**src/hdl/b64d_pkg.sv**
```systemverilog
// b64d_pkg: shared types and constants for the base64 stream decoder
`timescale 1ns / 1ps

package b64d_pkg;

	localparam int QDEPTH = 4;
	localparam int QPTR_W = 2;
	localparam int QCNT_W = 3;

	localparam logic [6:0] SEXTET_NONE = 7'd64;

	typedef struct packed {
		logic [7:0] symbol;
		logic       end_of_string;
	} char_beat_t;

	typedef struct packed {
		logic [7:0] data_byte;
		logic       has_byte;
		logic       final_item;
	} byte_beat_t;

	// one decoded group: up to three bytes, byte 0 goes out first
	typedef struct packed {
		logic [2:0][7:0] bytes;
		logic [1:0]      n;
		logic            fin;
	} group_t;

	typedef struct packed {
		logic not_empty;
		logic full;
	} q_status_t;

endpackage

```
**src/hdl/b64d_front.sv**
```systemverilog
// b64d_front: character classification, sextet packing and group building
`timescale 1ns / 1ps

module b64d_front (
	input  logic                clk,
	input  logic                arst_n,
	input  logic                char_valid,
	output logic                char_stall,
	input  b64d_pkg::char_beat_t char_beat,
	input  b64d_pkg::q_status_t  qstat,
	output logic                push,
	output b64d_pkg::group_t     grp
);
	import b64d_pkg::*;

	function automatic logic [6:0] sextet_of(input logic [7:0] c);
		logic [6:0] r;
		begin
			r = SEXTET_NONE;
			if (c >= 8'h41 && c <= 8'h5a) begin
				r = 7'(c - 8'h41);
			end else if (c >= 8'h61 && c <= 8'h7a) begin
				r = 7'(c - 8'h61 + 8'd26);
			end else if (c >= 8'h30 && c <= 8'h39) begin
				r = 7'(c - 8'h30 + 8'd52);
			end else if (c == 8'h2b) begin
				r = 7'd62;
			end else if (c == 8'h2f) begin
				r = 7'd63;
			end
			sextet_of = r;
		end
	endfunction

	logic [17:0] pend_q, pend_n, fl_p;
	logic [1:0]  cnt_q, cnt_n, fl_cnt;
	logic        stopped_q, stopped_n;
	logic [6:0]  v;
	logic        ok, active, acc, dec3, do_flush;
	logic [23:0] w;

	assign char_stall = qstat.full;
	assign acc        = char_valid && !qstat.full;

	always_comb begin
		v         = sextet_of(char_beat.symbol);
		ok        = (v != SEXTET_NONE);
		active    = !stopped_q;
		dec3      = active && ok && (cnt_q == 2'd3);
		w         = {pend_q, v[5:0]};
		pend_n    = pend_q;
		cnt_n     = cnt_q;
		stopped_n = stopped_q;
		do_flush  = 1'b0;
		fl_p      = pend_q;
		fl_cnt    = cnt_q;
		grp       = '0;
		if (active && ok) begin
			if (dec3) begin
				pend_n = '0;
				cnt_n  = '0;
			end else begin
				pend_n = {pend_q[11:0], v[5:0]};
				cnt_n  = cnt_q + 2'd1;
			end
		end
		if (active && !ok) begin
			stopped_n = 1'b1;
			do_flush  = 1'b1;
			pend_n    = '0;
			cnt_n     = '0;
		end else if (active && char_beat.end_of_string) begin
			do_flush = 1'b1;
			fl_p     = pend_n;
			fl_cnt   = cnt_n;
		end
		if (dec3) begin
			grp.bytes[0] = w[23:16];
			grp.bytes[1] = w[15:8];
			grp.bytes[2] = w[7:0];
			grp.n        = 2'd3;
		end else if (do_flush && fl_cnt == 2'd2) begin
			grp.bytes[0] = fl_p[11:4];
			grp.n        = 2'd1;
		end else if (do_flush && fl_cnt == 2'd3) begin
			grp.bytes[0] = fl_p[17:10];
			grp.bytes[1] = fl_p[9:2];
			grp.n        = 2'd2;
		end
		grp.fin = char_beat.end_of_string;
		if (char_beat.end_of_string) begin
			pend_n    = '0;
			cnt_n     = '0;
			stopped_n = 1'b0;
		end
		push = acc && (grp.n != 2'd0 || grp.fin);
	end

	always_ff @(posedge clk or negedge arst_n) begin
		if (!arst_n) begin
			pend_q    <= '0;
			cnt_q     <= '0;
			stopped_q <= 1'b0;
		end else if (acc) begin
			pend_q    <= pend_n;
			cnt_q     <= cnt_n;
			stopped_q <= stopped_n;
		end
	end

	a_stop_clear: assert property (@(posedge clk) disable iff (!arst_n)
		stopped_q |-> cnt_q == 2'd0)
		else $error("pending sextets held after stop");

endmodule

```
**src/hdl/b64d_queue.sv**
```systemverilog
// b64d_queue: short group queue between front and back
`timescale 1ns / 1ps

module b64d_queue (
	input  logic               clk,
	input  logic               arst_n,
	input  logic               push,
	input  b64d_pkg::group_t    wr,
	input  logic               pop,
	output b64d_pkg::group_t    rd,
	output b64d_pkg::q_status_t status
);
	import b64d_pkg::*;

	group_t              mem_q [QDEPTH];
	logic [QPTR_W-1:0]   wp_q, rp_q;
	logic [QCNT_W-1:0]   cnt_q;

	assign status.full      = (cnt_q == QCNT_W'(QDEPTH));
	assign status.not_empty = (cnt_q != '0);
	assign rd               = mem_q[rp_q];

	always_ff @(posedge clk) begin
		if (push) begin
			mem_q[wp_q] <= wr;
		end
	end

	always_ff @(posedge clk or negedge arst_n) begin
		if (!arst_n) begin
			wp_q  <= '0;
			rp_q  <= '0;
			cnt_q <= '0;
		end else begin
			if (push) begin
				wp_q <= wp_q + QPTR_W'(1);
			end
			if (pop) begin
				rp_q <= rp_q + QPTR_W'(1);
			end
			if (push && !pop) begin
				cnt_q <= cnt_q + QCNT_W'(1);
			end else if (pop && !push) begin
				cnt_q <= cnt_q - QCNT_W'(1);
			end
		end
	end

	a_no_overflow: assert property (@(posedge clk) disable iff (!arst_n)
		push |-> !status.full)
		else $error("push into full queue");

	a_no_underflow: assert property (@(posedge clk) disable iff (!arst_n)
		pop |-> status.not_empty)
		else $error("pop from empty queue");

	a_cnt_range: assert property (@(posedge clk) disable iff (!arst_n)
		cnt_q <= QCNT_W'(QDEPTH))
		else $error("queue count out of range");

endmodule

```
**src/hdl/b64d_back.sv**
```systemverilog
// b64d_back: group serializer driving the byte channel
`timescale 1ns / 1ps

module b64d_back (
	input  logic                clk,
	input  logic                arst_n,
	input  b64d_pkg::q_status_t  qstat,
	input  b64d_pkg::group_t     head,
	output logic                pop,
	output logic                byte_valid,
	input  logic                byte_stall,
	output b64d_pkg::byte_beat_t byte_beat
);
	import b64d_pkg::*;

	group_t     grp_q;
	logic       busy_q;
	logic [1:0] idx_q;
	logic [1:0] last;
	logic       is_last, load;

	assign last       = (grp_q.n == 2'd0) ? 2'd0 : grp_q.n - 2'd1;
	assign is_last    = (idx_q == last);
	assign byte_valid = busy_q;
	assign load       = !busy_q || (!byte_stall && is_last);
	assign pop        = load && qstat.not_empty;

	always_comb begin
		byte_beat            = '0;
		byte_beat.has_byte   = (grp_q.n != 2'd0);
		byte_beat.data_byte  = byte_beat.has_byte ? grp_q.bytes[idx_q] : 8'd0;
		byte_beat.final_item = grp_q.fin && is_last;
	end

	always_ff @(posedge clk) begin
		if (pop) begin
			grp_q <= head;
		end
	end

	always_ff @(posedge clk or negedge arst_n) begin
		if (!arst_n) begin
			busy_q <= 1'b0;
			idx_q  <= '0;
		end else if (load) begin
			busy_q <= qstat.not_empty;
			idx_q  <= '0;
		end else if (!byte_stall) begin
			idx_q <= idx_q + 2'd1;
		end
	end

	a_bare_is_final: assert property (@(posedge clk) disable iff (!arst_n)
		byte_valid && !byte_beat.has_byte |-> byte_beat.final_item)
		else $error("bare beat without end mark");

endmodule

```
**src/hdl/base64_stream_decoder_top.sv**
```systemverilog
// base64_stream_decoder_top: base64 stream decoder top level
`timescale 1ns / 1ps

// Takes one base64 character per beat and returns decoded bytes one per beat.
// Character beats are taken at one per cycle; the front decodes each character
// in the cycle it is taken and drops finished groups into a four-entry queue,
// from which the back sends one byte per cycle unless byte_stall is high. The
// input stalls only when that queue is full, i.e. when the byte side is stalled
// or falls behind over several groups. Groups are registered in the queue and
// again in the back. Decoding stops at the first '=' or non-alphabet character,
// flushing the partial group; end_of_string marks the last byte, or gives a
// bare end beat with has_byte low, and clears the state for the next string.
module base64_stream_decoder_top (
	input  logic                clk,
	input  logic                arst_n,
	input  logic                char_valid,
	output logic                char_stall,
	input  b64d_pkg::char_beat_t char_beat,
	output logic                byte_valid,
	input  logic                byte_stall,
	output b64d_pkg::byte_beat_t byte_beat
);
	import b64d_pkg::*;

	q_status_t qstat;
	group_t    grp_wr, grp_rd;
	logic      push, pop;

	b64d_front u_front (
		.clk        (clk),
		.arst_n     (arst_n),
		.char_valid (char_valid),
		.char_stall (char_stall),
		.char_beat  (char_beat),
		.qstat      (qstat),
		.push       (push),
		.grp        (grp_wr)
	);

	b64d_queue u_queue (
		.clk    (clk),
		.arst_n (arst_n),
		.push   (push),
		.wr     (grp_wr),
		.pop    (pop),
		.rd     (grp_rd),
		.status (qstat)
	);

	b64d_back u_back (
		.clk        (clk),
		.arst_n     (arst_n),
		.qstat      (qstat),
		.head       (grp_rd),
		.pop        (pop),
		.byte_valid (byte_valid),
		.byte_stall (byte_stall),
		.byte_beat  (byte_beat)
	);

endmodule
```
**config.mk**
```make
export PLATFORM = sky130hd
export DESIGN_NAME = base64_stream_decoder_top
export DESIGN_NICKNAME = d
export VERILOG_FILES = /design/src/hdl/b64d_pkg.sv /design/src/hdl/b64d_front.sv /design/src/hdl/b64d_queue.sv /design/src/hdl/b64d_back.sv /design/src/hdl/base64_stream_decoder_top.sv
export SDC_FILE = /design/constraint.sdc
export NUM_CORES = 1
export LEC_CHECK = 0
export BUFFER_PORTS_ARGS = -buffer_cell sky130_fd_sc_hd__buf_2
export CAP_MARGIN = 5
export CORE_UTILIZATION = 55
export CTS_BUF_LIST = sky130_fd_sc_hd__clkbuf_16
export CTS_CLUSTER_DIAMETER = 40
export DETAILED_ROUTE_END_ITERATION = 10
export PLACE_DENSITY = 0.78
export SLEW_MARGIN = 25
export SYNTH_ARGS = -nofsm -noshare
export SYNTH_HDL_FRONTEND = slang
export SYNTH_SLANG_ARGS = --single-unit
```
**constraint.sdc**
```tcl
create_clock -name clk -period 3.6 [get_ports clk]
set_input_delay 0.54 -clock clk [delete_from_list [all_inputs] [get_ports clk]]
set_output_delay 0.54 -clock clk [all_outputs]
set_load 0.02 [all_outputs]
```
==> impl_metrics.py <==
metrics = {
    "clocking": {
        "cts_tree": "built",
        "clkSinkCount": 166,
        "clkTransAtPathRegs_ps": 70,
        "post_cts_buffers": 0,
        "ctsResizeCount": 0,
        "clock-root-buffer": "clkbuf_16",
        "clkLatencyLatePin_ps": 420,
        "htreeDepth": 4,
        "cts_buffer_depth": 2,
        "cts_hold_buf": 0,
        "cts_buffers": 17,
    },
    "timing": {
        "max_slew_margin_pct": 48.8,
        "skew_ps": 9.99,
        "worst_pin_slew_ps": 768,
        "fin_setup_tns_ps": 0,
        "finalCritPeriodShare_pct": 89.1,
        "drv_slew": 0,
        "grt_setup_unrepaired": "no",
        "fmax_mhz": 312,
        "finalCriticalPeriod_ps": 3210,
        "hold_viol": 0,
        "setup_violations": 0,
    },
    "logic_synthesis": {
        "ys_warn_count": 0,
        "synth_mux_area_share_pct": 9.80,
        "synthXorXnorAreaFrac_pct": 1.29,
        "synth-async-reset-ratio_pct": 18.7,
        "synth_edf_count": 135,
        "syn_nets": 522,
        "postSynthAreaPerCell_um2": 15.1,
        "ys_dominant_reg_cell": "edfxtp_1",
        "ys_ff_latch": 166,
        "synth.distinct_cells": 69,
        "syn_inst": 493,
        "synth_compound_area_share_pct": 10.5,
        "synth_top_family_by_area": "compound AO/OA/AOI/OAI gates",
        "syn_area_um2": 7470,
        "synthAdderAreaFrac_pct": 2.78,
        "yosysSeqAreaShare_pct": 64.7,
        "synth-simple-area-share_pct": 8.13,
    },
    "power": {
        "p_total_mw": 6.03,
        "p_comb_share_pct": 25.6,
        "power_frac_seq_pct": 45.6,
        "switchingPower_mw": 1.90,
        "swShare_pct": 31.4,
        "leakage_nw": 3.09,
        "clock_power_share_pct": 28.9,
        "ir_drop_v": 0.000349,
        "power_density_nw_per_um2": 708,
        "intPower_mw": 4.13,
    },
    "critical_path": {
        "critPathArrivalTime_ps": 3550,
        "cp-end-kind": "register",
        "cp_data_required_time_ps": 3940,
        "crit_path_top_delay_cell": "o21ai_0",
        "reg2reg_depth": 12,
        "r2r_end": "u_queue.cnt_q[1]$_DFFE_PN0P_",
        "regToRegStartpoint": "u_back.idx_q[0]$_DFFE_PN0P_",
        "cp_slowest_stage_delay_ps": 390,
        "path_delay_family": "adder cells",
        "worstSetupPathType": "primary input to register",
        "cp_cell_sequence": "buf_2 > inv_1 > ha_1 > nor2b_1 > o21ai_0 > a31oi_1 > mux2_2 > and3_2 > o311ai_4 > ha_2 > inv_1 > fa_1 > xor2_1 > nor2_1 > xor2_1",
        "critical_path.startpoint_type": "primary input",
        "r2r_setup_slack_ps": 630,
        "cp_num_buf_inv": 3,
        "crit_fanout": 4,
    },
    "floorplan": {
        "dieArea_um2": 14000,
        "fp.dieH_um": 119,
        "num_io_pins": 25,
        "initial_core_util_pct": 56.4,
        "core_um2": 13200,
        "rows": 42,
        "die_w_um": 119,
    },
    "global_routing": {
        "grt_usage_pct": 22.8,
        "grt_pass1_vias": 4368,
        "antenna_found_initial": 0,
        "grt_pass1_wl_um": 23800,
        "globalRoute.totalOverflow": 0,
        "grt_max_degree": 32,
    },
    "detailed_routing": {
        "dr.pass1.iters": 5,
        "vias": 4384,
        "wire_per_inst_um": 20.5,
        "vias_per_cell": 6.02,
        "drtIter0Drc": 335,
        "routed_wl_um": 14900,
        "ant_nets": 0,
        "drc": 0,
    },
    "finish": {
        "multiInputGateArea_um2": 2430,
        "area_growth_syn_to_layout_pct": 14.0,
        "drive_gt1_share_pct": 25.9,
        "regArea_um2": 4830,
        "nFillCells": 931,
        "diodes": 0,
        "final_area_um2": 8510,
        "nets": 568,
        "final_util_pct": 64.3,
    },
    "placement": {
        "gp_congestion": 0.884,
        "numPortBuffers": 24,
        "dp_hpwl_um": 9660,
        "place_area_um2": 7940,
    },
    "run_status": {
        "outcome": "completed",
    },
    "min_path": {
        "min-delay-path-class": "primary input to async pin",
    },
    "flow_run": {
        "cap_violations": 0,
    },
}
-- routing by layer --
layer	up-vias	track usage, %	part of all wire (%)
met2	160	35.7	49
met4	0	8.86	2.0
li1	2007	-	-
met1	2200	31.9	43
met3	17	4.39	6.1
met5	-	0	0
-- synth_stat cells (4+ instances only) --
| library cell | number | share of area (%) |
|---|---|---|
| a22o_2 | 4 | 0.54 |
| nor3_1 | 6 | 0.40 |
| ha_1 | 15 | 2.5 |
| and2_1 | 6 | 0.50 |
| a21oi_1 | 18 | 1.2 |
| dfrtp_1 | 31 | 10 |
| a22oi_1 | 4 | 0.40 |
| a22o_1 | 11 | 1.3 |
| nand2_1 | 28 | 1.4 |
| edfxtp_1 | 135 | 54 |
| inv_1 | 24 | 1.2 |
| nor2b_1 | 6 | 0.50 |
| buf_1 | 4 | 0.20 |
| nand4_1 | 6 | 0.50 |
| mux2i_1 | 9 | 1.2 |
| a221o_1 | 4 | 0.54 |
| xnor2_1 | 6 | 0.70 |
| o21ai_0 | 8 | 0.54 |
| xor2_1 | 5 | 0.59 |
| clkbuf_1 | 11 | 0.55 |
| buf_6 | 4 | 0.60 |
| nand3_1 | 8 | 0.54 |
| o21ai_2 | 8 | 0.94 |
| mux4_2 | 27 | 8.1 |
| nor2_1 | 36 | 1.8 |
-- through the flow --
step           setup slack, ps  std cells  hold WS (ps)
2_1_floorplan             1.49        493           244
3_3_place_gp               128        696           466
3_5_place_dp              9.03        696           478
4_1_cts                    459        728           205
5_1_grt                    269        728           230
6_report                   394        728           188
-- layout by cell type, fill, tap and decap left out, types with 4 or more instances in the layout --
master	n
a21oi_1	18
a221o_1	4
a22o_1	11
a22o_2	4
a22oi_1	4
and2_2	4
buf_12	4
buf_2	24
buf_4	22
clkbuf_16	17
dfrtp_1	30
edfxtp_1	135
ha_1	14
inv_1	24
inv_8	4
mux2i_1	9
mux4_2	27
nand2_1	28
nand3_1	8
nand4_1	6
nor2_1	36
nor2b_1	6
nor3_1	6
o21ai_0	8
o21ai_2	8
xnor2_1	6
xor2_1	5
-- cell families after synthesis --
family | after synthesis
AOI/OAI and AO/OA | 95
muxes | 39
xor gates and xnor gates | 11
buffers and inverters | 47
adders and majority gates | 16
DFF | 166
and+or+nand+nor | 119
-- worst max path at each step --
| stage | start | endpoint | slack [ps] | cells after the start |
|---|---|---|---|---|
| finish | char_beat[3] | u_queue.cnt_q[2]$_DFFE_PN0P_ | 390 | 15 |
| detailed placement | char_beat[3] | u_queue.cnt_q[2]$_DFFE_PN0P_ | 9 | 15 |
| global route | char_beat[3] | u_queue.cnt_q[2]$_DFFE_PN0P_ | 270 | 15 |
| CTS | char_beat[3] | u_queue.cnt_q[2]$_DFFE_PN0P_ | 460 | 15 |
| floorplan | char_beat[3] | u_queue.cnt_q[1]$_DFFE_PN0P_ | 1 | 14 |
| global placement | char_beat[2] | u_queue.cnt_q[2]$_DFFE_PN0P_ | 130 | 15 |
-- sequential cells by signal, summed over array words and instances (netlist names) --
name	cells
u_front.pend_q	18
u_back.byte_valid	1
u_queue.wp_q	2
u_front.stopped_q	1
u_queue.rp_q	2
u_front.cnt_q	2
u_queue.cnt_q	3
u_back.grp_q	27
u_back.idx_q	2
u_queue.mem_q	108
-- area by class of cell --
| cell class | instances | area share, % |
|---|---|---|
| timing repair buffer | 50 | 4.29 |
| inverter | 24 | 1.06 |
| sequential | 166 | 56.8 |
| multi-input combinational | 280 | 28.6 |
| tap | 176 | 2.59 |
| clock inverter | 15 | 1.72 |
| clock buffer | 17 | 5.00 |
-- power by group through the flow --
stage | Clock, mW | Combinational [mW] | Sequential [mW]
after floorplan | 0 | 1.21 | 2.60
after global placement | 0 | 1.51 | 2.76
after detailed placement | 0 | 1.55 | 2.78
after CTS | 1.77 | 1.56 | 2.75
after global routing | 1.83 | 1.66 | 2.80
final | 1.74 | 1.54 | 2.75
Power figures use the tool's default switching activity.
